**src/rtl/tsa_pkg.sv**
```systemverilog
// Shared types and constants for the degree-11 Taylor sine pipeline.
// No dependencies; every other file refers to this package by scoped names.
`default_nettype none

package tsa_pkg;

    localparam int TOP_EXPONENT = 11;
    localparam int FRAC_BITS    = 28;
    localparam int INNER_FRAC   = 48;

    localparam int TOP_ODD   = (TOP_EXPONENT % 2 != 0) ? TOP_EXPONENT : TOP_EXPONENT - 1;
    localparam int NUM_STEPS = (TOP_ODD - 1) / 2;
    localparam int MAX_STEPS = 7;

    localparam int ANGLE_W = 32;
    localparam int MAG_W   = 63;   // magnitudes clamp at 2^62
    localparam int OPND_W  = 64;
    localparam int PROD_W  = 128;

    localparam int TERM_SHIFT = 2 * FRAC_BITS;

    localparam logic [MAG_W-1:0]  LIM62     = MAG_W'(1) << 62;
    localparam logic [MAG_W-1:0]  ONE_INNER = MAG_W'(1) << INNER_FRAC;
    localparam logic [PROD_W-1:0] TERM_RND  = PROD_W'(1) << (TERM_SHIFT - 1);
    localparam logic [PROD_W-1:0] FIN_RND   = PROD_W'(1) << (INNER_FRAC - 1);

    // Per-sample lane that rides alongside every stage.
    typedef struct packed {
        logic               x_neg;
        logic [ANGLE_W-1:0] x_mag;
        logic [MAG_W-1:0]   x2;
    } t_side;

    // Division by (n-1)*n done as multiply by ceil(2^shift/d), then shift.
    typedef struct packed {
        logic [6:0]        half;
        logic [OPND_W-1:0] recip;
        logic [6:0]        shift;
    } t_div;

    function automatic int step_div(input int step);
        int n;
        n = TOP_ODD - 2 * step;
        return (n >= 3) ? (n - 1) * n : 6;
    endfunction

    localparam int DIV_0 = step_div(0);
    localparam int DIV_1 = step_div(1);
    localparam int DIV_2 = step_div(2);
    localparam int DIV_3 = step_div(3);
    localparam int DIV_4 = step_div(4);
    localparam int DIV_5 = step_div(5);
    localparam int DIV_6 = step_div(6);

    localparam int SH_0 = 62 + $clog2(DIV_0);
    localparam int SH_1 = 62 + $clog2(DIV_1);
    localparam int SH_2 = 62 + $clog2(DIV_2);
    localparam int SH_3 = 62 + $clog2(DIV_3);
    localparam int SH_4 = 62 + $clog2(DIV_4);
    localparam int SH_5 = 62 + $clog2(DIV_5);
    localparam int SH_6 = 62 + $clog2(DIV_6);

    localparam logic [PROD_W-1:0] RECIP_0 =
        ((PROD_W'(1) << SH_0) + PROD_W'(DIV_0 - 1)) / PROD_W'(DIV_0);
    localparam logic [PROD_W-1:0] RECIP_1 =
        ((PROD_W'(1) << SH_1) + PROD_W'(DIV_1 - 1)) / PROD_W'(DIV_1);
    localparam logic [PROD_W-1:0] RECIP_2 =
        ((PROD_W'(1) << SH_2) + PROD_W'(DIV_2 - 1)) / PROD_W'(DIV_2);
    localparam logic [PROD_W-1:0] RECIP_3 =
        ((PROD_W'(1) << SH_3) + PROD_W'(DIV_3 - 1)) / PROD_W'(DIV_3);
    localparam logic [PROD_W-1:0] RECIP_4 =
        ((PROD_W'(1) << SH_4) + PROD_W'(DIV_4 - 1)) / PROD_W'(DIV_4);
    localparam logic [PROD_W-1:0] RECIP_5 =
        ((PROD_W'(1) << SH_5) + PROD_W'(DIV_5 - 1)) / PROD_W'(DIV_5);
    localparam logic [PROD_W-1:0] RECIP_6 =
        ((PROD_W'(1) << SH_6) + PROD_W'(DIV_6 - 1)) / PROD_W'(DIV_6);

    localparam t_div DIV_TAB [MAX_STEPS] = '{
        '{half: 7'(DIV_0 / 2), recip: RECIP_0[OPND_W-1:0], shift: 7'(SH_0)},
        '{half: 7'(DIV_1 / 2), recip: RECIP_1[OPND_W-1:0], shift: 7'(SH_1)},
        '{half: 7'(DIV_2 / 2), recip: RECIP_2[OPND_W-1:0], shift: 7'(SH_2)},
        '{half: 7'(DIV_3 / 2), recip: RECIP_3[OPND_W-1:0], shift: 7'(SH_3)},
        '{half: 7'(DIV_4 / 2), recip: RECIP_4[OPND_W-1:0], shift: 7'(SH_4)},
        '{half: 7'(DIV_5 / 2), recip: RECIP_5[OPND_W-1:0], shift: 7'(SH_5)},
        '{half: 7'(DIV_6 / 2), recip: RECIP_6[OPND_W-1:0], shift: 7'(SH_6)}
    };

endpackage

`default_nettype wire

```
**src/rtl/tsa_square.sv**
```systemverilog
// Input stages: sign/magnitude split of the angle, then its exact square.
// Depends on tsa_pkg.
`default_nettype none

module tsa_square (
    input  wire logic                          i_clk,
    input  wire logic                          i_rst_n,
    input  wire logic                          i_en,
    input  wire logic                          i_valid,
    input  wire logic [tsa_pkg::ANGLE_W-1:0]   i_angle,
    output      logic                          o_valid,
    output      tsa_pkg::t_side                o_side
);

    logic                        r_v1;
    logic                        r_neg1;
    logic [tsa_pkg::ANGLE_W-1:0] r_mag1;
    logic                        r_v2;
    tsa_pkg::t_side              r_side;

    logic [tsa_pkg::ANGLE_W-1:0] n_mag1;
    logic [2*tsa_pkg::ANGLE_W-1:0] w_sq;

    // most negative angle maps to magnitude 2^31, which fits unsigned
    assign n_mag1 = i_angle[tsa_pkg::ANGLE_W-1] ? (~i_angle + 1'b1) : i_angle;
    assign w_sq   = (2*tsa_pkg::ANGLE_W)'(r_mag1) * (2*tsa_pkg::ANGLE_W)'(r_mag1);

    always_ff @(posedge i_clk) begin
        if (!i_rst_n) begin
            r_v1 <= 1'b0;
            r_v2 <= 1'b0;
        end else if (i_en) begin
            r_v1 <= i_valid;
            r_v2 <= r_v1;
        end
    end

    always_ff @(posedge i_clk) begin
        if (i_en) begin
            r_neg1       <= i_angle[tsa_pkg::ANGLE_W-1];
            r_mag1       <= n_mag1;
            r_side.x_neg <= r_neg1;
            r_side.x_mag <= r_mag1;
            r_side.x2    <= w_sq[tsa_pkg::MAG_W-1:0];
        end
    end

    assign o_valid = r_v2;
    assign o_side  = r_side;

endmodule

`default_nettype wire

```
**config.mk**
```make
export PLATFORM = sky130hd
export DESIGN_NAME = tsa_square
export DESIGN_NICKNAME = d
export VERILOG_FILES = /design/src/rtl/tsa_pkg.sv /design/src/rtl/tsa_square.sv
export SDC_FILE = /design/constraint.sdc
export NUM_CORES = 2
export LEC_CHECK = 0
export BUFFER_PORTS_ARGS = -buffer_cell sky130_fd_sc_hd__buf_2
export CAP_MARGIN = 20
export CORE_MARGIN = 2
export CORE_UTILIZATION = 70
export CTS_CLUSTER_DIAMETER = 100
export DETAILED_ROUTE_END_ITERATION = 7
export GPL_TIMING_DRIVEN = 0
export PLACE_DENSITY = 0.89
export SYNTH_ARGS = -nofsm -noshare
export SYNTH_HDL_FRONTEND = slang
export SYNTH_SLANG_ARGS = --single-unit
```
**constraint.sdc**
```tcl
create_clock -name i_clk -period 13.3 [get_ports i_clk]
set_input_delay 2.66 -clock i_clk [delete_from_list [all_inputs] [get_ports i_clk]]
set_output_delay 2.66 -clock i_clk [all_outputs]
set_load 0.005 [all_outputs]
```
Word level (Yosys, flattened, before mapping)
Index checks and enable logic that the tools add are counted.
{"block": "word_totals", "register_bits": 131, "word_cells": 12}
{"block": "classes", "add_sub_neg": 1, "multipliers": 1, "mux": 1, "bitwise_logic": 1}
{"cell": "32-bit by 32-bit multiplier with 63-bit output", "count": 1}
{"cell": "32-bit by 1-bit adder with 32-bit output, second input constant", "count": 1}
{"cell": "32-bit inverter", "count": 1}
{"cell": "31-bit 2-to-1 mux", "count": 1}

Depth between registers and ports, before layout
{"block": "depth", "word_depth": 3, "mapped_depth": 30}

Worst setup path after synthesis
No wires, ideal clock.
{"block": "synth_path", "kind": "register to register", "startpoint": "reg r_mag1[14] (netlist name)", "endpoint": "reg r_side, in the netlist o_side[62], data pin", "setup_time_ps": 260, "arrival_ps": 7489, "t_required_ps": 13040, "path_slack_ps": 5551, "path_stages_with_launch": 28, "period_less_slack_ps": 7749, "path_cell_list": "edfxtp_1 clkbuf_1 clkbuf_1 nand2_1 fa_1 inv_1 fa_1 inv_1 fa_1 fa_1 inv_1 fa_1 inv_1 fa_1 inv_1 fa_1 fa_1 ha_1 nand2_1 nor4_2 nand3_1 a2111oi_2 or3_1 a21oi_2 o21a_1 or4_4 a41oi_2 xnor2_1"}
{"block": "synth_via", "elab_chain_len": 1}
{"item": "from (decl)", "line_no": "tsa_square.sv:17", "rtl": "logic [tsa_pkg::ANGLE_W-1:0] r_mag1;"}
{"item": "from (signal assigned)", "line_no": "tsa_square.sv:41", "rtl": "r_mag1 <= n_mag1;"}
{"item": "32-bit by 32-bit multiplier with 63-bit output", "line_no": "tsa_square.sv:26", "rtl": "assign w_sq = (2*tsa_pkg::ANGLE_W)'(r_mag1) * (2*tsa_pkg::ANGLE_W)'(r_mag1);"}
{"item": "net w_sq (one bit)", "line_no": "tsa_square.sv:22", "rtl": "logic [2*tsa_pkg::ANGLE_W-1:0] w_sq;"}
{"item": "to (decl)", "line_no": "tsa_square.sv:19", "rtl": "tsa_pkg::t_side r_side;"}
The timed path passes the listed nets, and every way through them passes these cells.
A chain may end at the register's enable or synchronous reset.

Final worst setup path
{"block": "layout_path", "startpoint": "reg r_mag1[14] (netlist name)", "endpoint": "reg r_side, in the netlist o_side[61], data pin"}
The elaborated chain is that of the path after synthesis.

==> results.txt <==
* Worst-case headroom to the max-slew limit: 13.9%
- The die is 224 µm tall.
* Setup repair after global routing missed its margin: no
- Arithmetic-cell share of the synthesized area counting full adders, half adders and majority gates: 57.8%
* Proportion of layout cells with a drive suffix above 1: 5.90%
- Dividing the synthesized area by the synthesized cell count gives 10.0 µm².
- Area fraction in compound gates after synthesis: 4.69%
* Slew Viols, Final: 0
- Routed length on met1: 33,000 µm
* Final WL: 101,000 µm
- Aggregate global routing overflow: 0
- The number of gates resized after CTS was 0.
* GRT Overall Usage: 43.2%
- At the end of the flow, the number of nets in the layout was 4,650.
* Distinct cells, synth: 70
- Run status: complete, no violations
* Routed wire length on met3: 12,500 µm
- Simple-gate share of the synthesized area: 10.1%
- Along the worst path, the maximum fanout reaches 10.
- The final hold violation count was 0.
* Category of the worst setup path capture point: register
- Post-layout minimum cycle time: 10.76 ns
- Broken down by cell family, the worst path's largest delay share belongs to adder cells.
- sky130_fd_sc_hd__inv_1 is the most common cell in the netlist.
* Clock sink total: 129
- Detailed-route DRC error count: 0
* Cell occurring most often along the worst timing path: sky130_fd_sc_hd__fa_1
- Once the floorplan was initialized, standard cells occupied 70.9% of the core.
- Worst path max stage delay: 0.80 ns
* CTS Hold Buffers Added: 0
- Max Fclk: 0.0929 GHz
* Total number of vias: 24,900
- At the later pin of the worst-skew pair, clock insertion delay measures 0.52 ns.
* Post-Synthesis Cell Area: 33,800 µm²
* Actual transition at the worst max-transition pin: 1.29 ns
- Number of levels the H-tree was split into: 4
- Number of standard cells in the final layout excluding fillers: 4,163
* Post-DR wirelength/cell: 24.3 µm
* Area growth from synthesis to layout: 6.10%
- Counting every instance in the synthesized netlist gives 3,378.
- Count of maximum capacitance violations: 0
- Die Span X: 224 µm
- The tree is rooted in a sky130_fd_sc_hd__clkbuf_16.
* Number of synthesized register bits: 129
* Worst Path Arrival: 11.01 ns
- The congestion estimate from routability-driven global placement came to 1.08.
* Leading post-synthesis cells by cell area: sky130_fd_sc_hd__fa_1 47%, sky130_fd_sc_hd__edfxtp_1 11%, sky130_fd_sc_hd__inv_1 11%
* Net count after synthesis: 4,498
* Antenna violations before repair: 6
- The number of global-route vias before repair was 28,000.
- Entering global routing, the biggest net connects 94 pins.
* Fraction of the yosys area taken by sequential cells: 11.4%
- Floorplan die area: 50,000 µm²
- Yosys printed 0 warnings.
* Critical path class: reg -> reg
- Multiplexer cells account for 0.152% of the synthesized area.
- Setup violations remaining at the end of the flow were counted as 0.
* Setup TNS: 0 ns
* Xor and xnor area share after synthesis: 3.34%
* Boundary Pins: 133
- TritonCTS clock tree: done
- In this run, CTS created clock tree buffers numbering 17.
* Layout Skew: 0.0186 ns
- Met2 WL post-DR: 46,100 µm
* Leading post-synthesis cells by instance count: 993 x sky130_fd_sc_hd__inv_1, 795 x sky130_fd_sc_hd__fa_1, 289 x sky130_fd_sc_hd__ha_1
- The slowest stage of the critical path is the sky130_fd_sc_hd__clkbuf_1 cell.
- Wire length of the first global-routing pass: 156,000 µm
- The detail route stage leaves a number of antenna-violating nets equal to 0.
- Detailed placement ended at an HPWL of 82,100 µm.
- Clock-pin slew reported for the worst setup and hold paths after clock tree synthesis: 0.07 ns
- Number of DRC markers in iteration 0: 2,461
- Ratio of final minimum period to clock period: 80.9%
* Flip-flop cell with the highest count after synthesis: sky130_fd_sc_hd__edfxtp_1
* Core Region: 47,600 µm²
- In this run, placement finished with an instance count of 4,125.
* Worst setup SP type: register
- Highest metal used: met5
- Input and output buffers added on the ports amount to 131.
- Type of the most critical hold path: reg -> reg
- The first detailed-routing pass took 6 iterations.
- After clock tree synthesis, the setup repair step added 0 buffers.
* Placement Rows: 80
* Count of flip-flops with a built-in enable after synthesis: 127
* Number of buffers and inverters on the critical path: 7
- Top-area cell type share of the netlist area: 47.1%
- Via density per instance: 5.99
- Combinational family with the most area after synthesis: adder cells
* Clock buffer depth: 2
* Fill cell count: 3,098
- STA puts the critical path data required time at 13.55 ns.
- Largest area contributor in the synthesized netlist: sky130_fd_sc_hd__fa_1
* Fraction of registers with async set or reset after synthesis: 0%
logic make-up (layout without fill, tap and decap cells):
group / count (synthesis) / count (layout)
AO/OA/AOI/OAI: 233 / 233
XOR/XNOR: 129 / 129
adder cells (fa/ha/maj): 1084 / 1084
buffers and inverters: 1119 / 1284
flip-flops: 129 / 129
multiplexers: 5 / 5
other: 1 / 6
AND/OR/NAND/NOR: 678 / 678
registers in the layout, summed over array words and instances (netlist names):
register,count
o_side,94
o_valid,1
r_mag1,32
r_neg1,1
r_v1,1
path summary, 6_finish.rpt:
path / depth (start not counted) / slack, ns / end / from
setup / recovery: 25 / 2.54 / o_side[61]$_DFFE_PP_ / r_mag1[14]$_DFFE_PP_
hold / removal: 0 / 0.43 / o_side[95]$_DFFE_PP_ / r_neg1$_DFFE_PP_
setup reg to reg: 25 / 2.54 / o_side[61]$_DFFE_PP_ / r_mag1[14]$_DFFE_PP_
hold reg to reg: 0 / 0.43 / o_side[95]$_DFFE_PP_ / r_neg1$_DFFE_PP_
cell type report:
| type | count | area (µm²) | area share (%) |
|---|---|---|---|
| diodes | 5 | 12.5 | 0.0349 |
| plain buffers | 125 | 494 | 1.38 |
| clock buffers | 18 | 429 | 1.20 |
| clock inverters | 14 | 154 | 0.429 |
| inverters | 994 | 3730 | 10.4 |
| multi-input cells | 2130 | 25700 | 71.7 |
| flip-flops and latches | 129 | 3850 | 10.7 |
| well taps | 615 | 769 | 2.15 |
| repair buffers | 133 | 697 | 1.94 |
metal layers:
layer	global-route usage, %	vias to the layer above
met5	0	-
met4	32.3	2
met3	14.4	614
met2	67.7	1698
met1	49.7	12400
li1	-	10200
stage by stage:
| step | area (µm²) | hold slack (ns) | setup WS, ns | utilization, % |
|---|---|---|---|---|
| final | 35900 | 0.425 | 2.54 | 75.2 |
| after global routing | 35800 | 0.433 | 2.53 | 75.2 |
| after CTS | 35800 | 0.425 | 3.16 | 75.2 |
| after global placement | 35200 | 0.401 | 3.28 | 73.9 |
| after detailed placement | 35200 | 0.410 | 3.18 | 74.0 |
| after floorplan | 33800 | 0.400 | 5.55 | - |
placed cells by master (no fill, tap or decap), types with 67 or more instances in the layout:
cell type                  instances
sky130_fd_sc_hd__a21oi_1          67
sky130_fd_sc_hd__and2_1          241
sky130_fd_sc_hd__buf_2           132
sky130_fd_sc_hd__clkbuf_1        116
sky130_fd_sc_hd__edfxtp_1        127
sky130_fd_sc_hd__fa_1            795
sky130_fd_sc_hd__ha_1            289
sky130_fd_sc_hd__inv_1           993
sky130_fd_sc_hd__nand2_1         288
sky130_fd_sc_hd__xnor2_1          83
worst reg2reg max path, delay by kind of cell, from the launching register on:
| kind | cells | cell delay (ns) |
|---|---|---|
| and+or+nand+nor | 2 | 0.29 |
| AOI/OAI and AO/OA | 6 | 2.97 |
| DFF | 1 | 0.78 |
| adders and majority gates | 9 | 4.48 |
| xor gates and xnor gates | 1 | 0.12 |
| buffers and inverters | 7 | 1.88 |
Power is left out: the tool's default activity adds up to more than one toggle a clock period on the data nets, which glitch-free logic cannot reach.
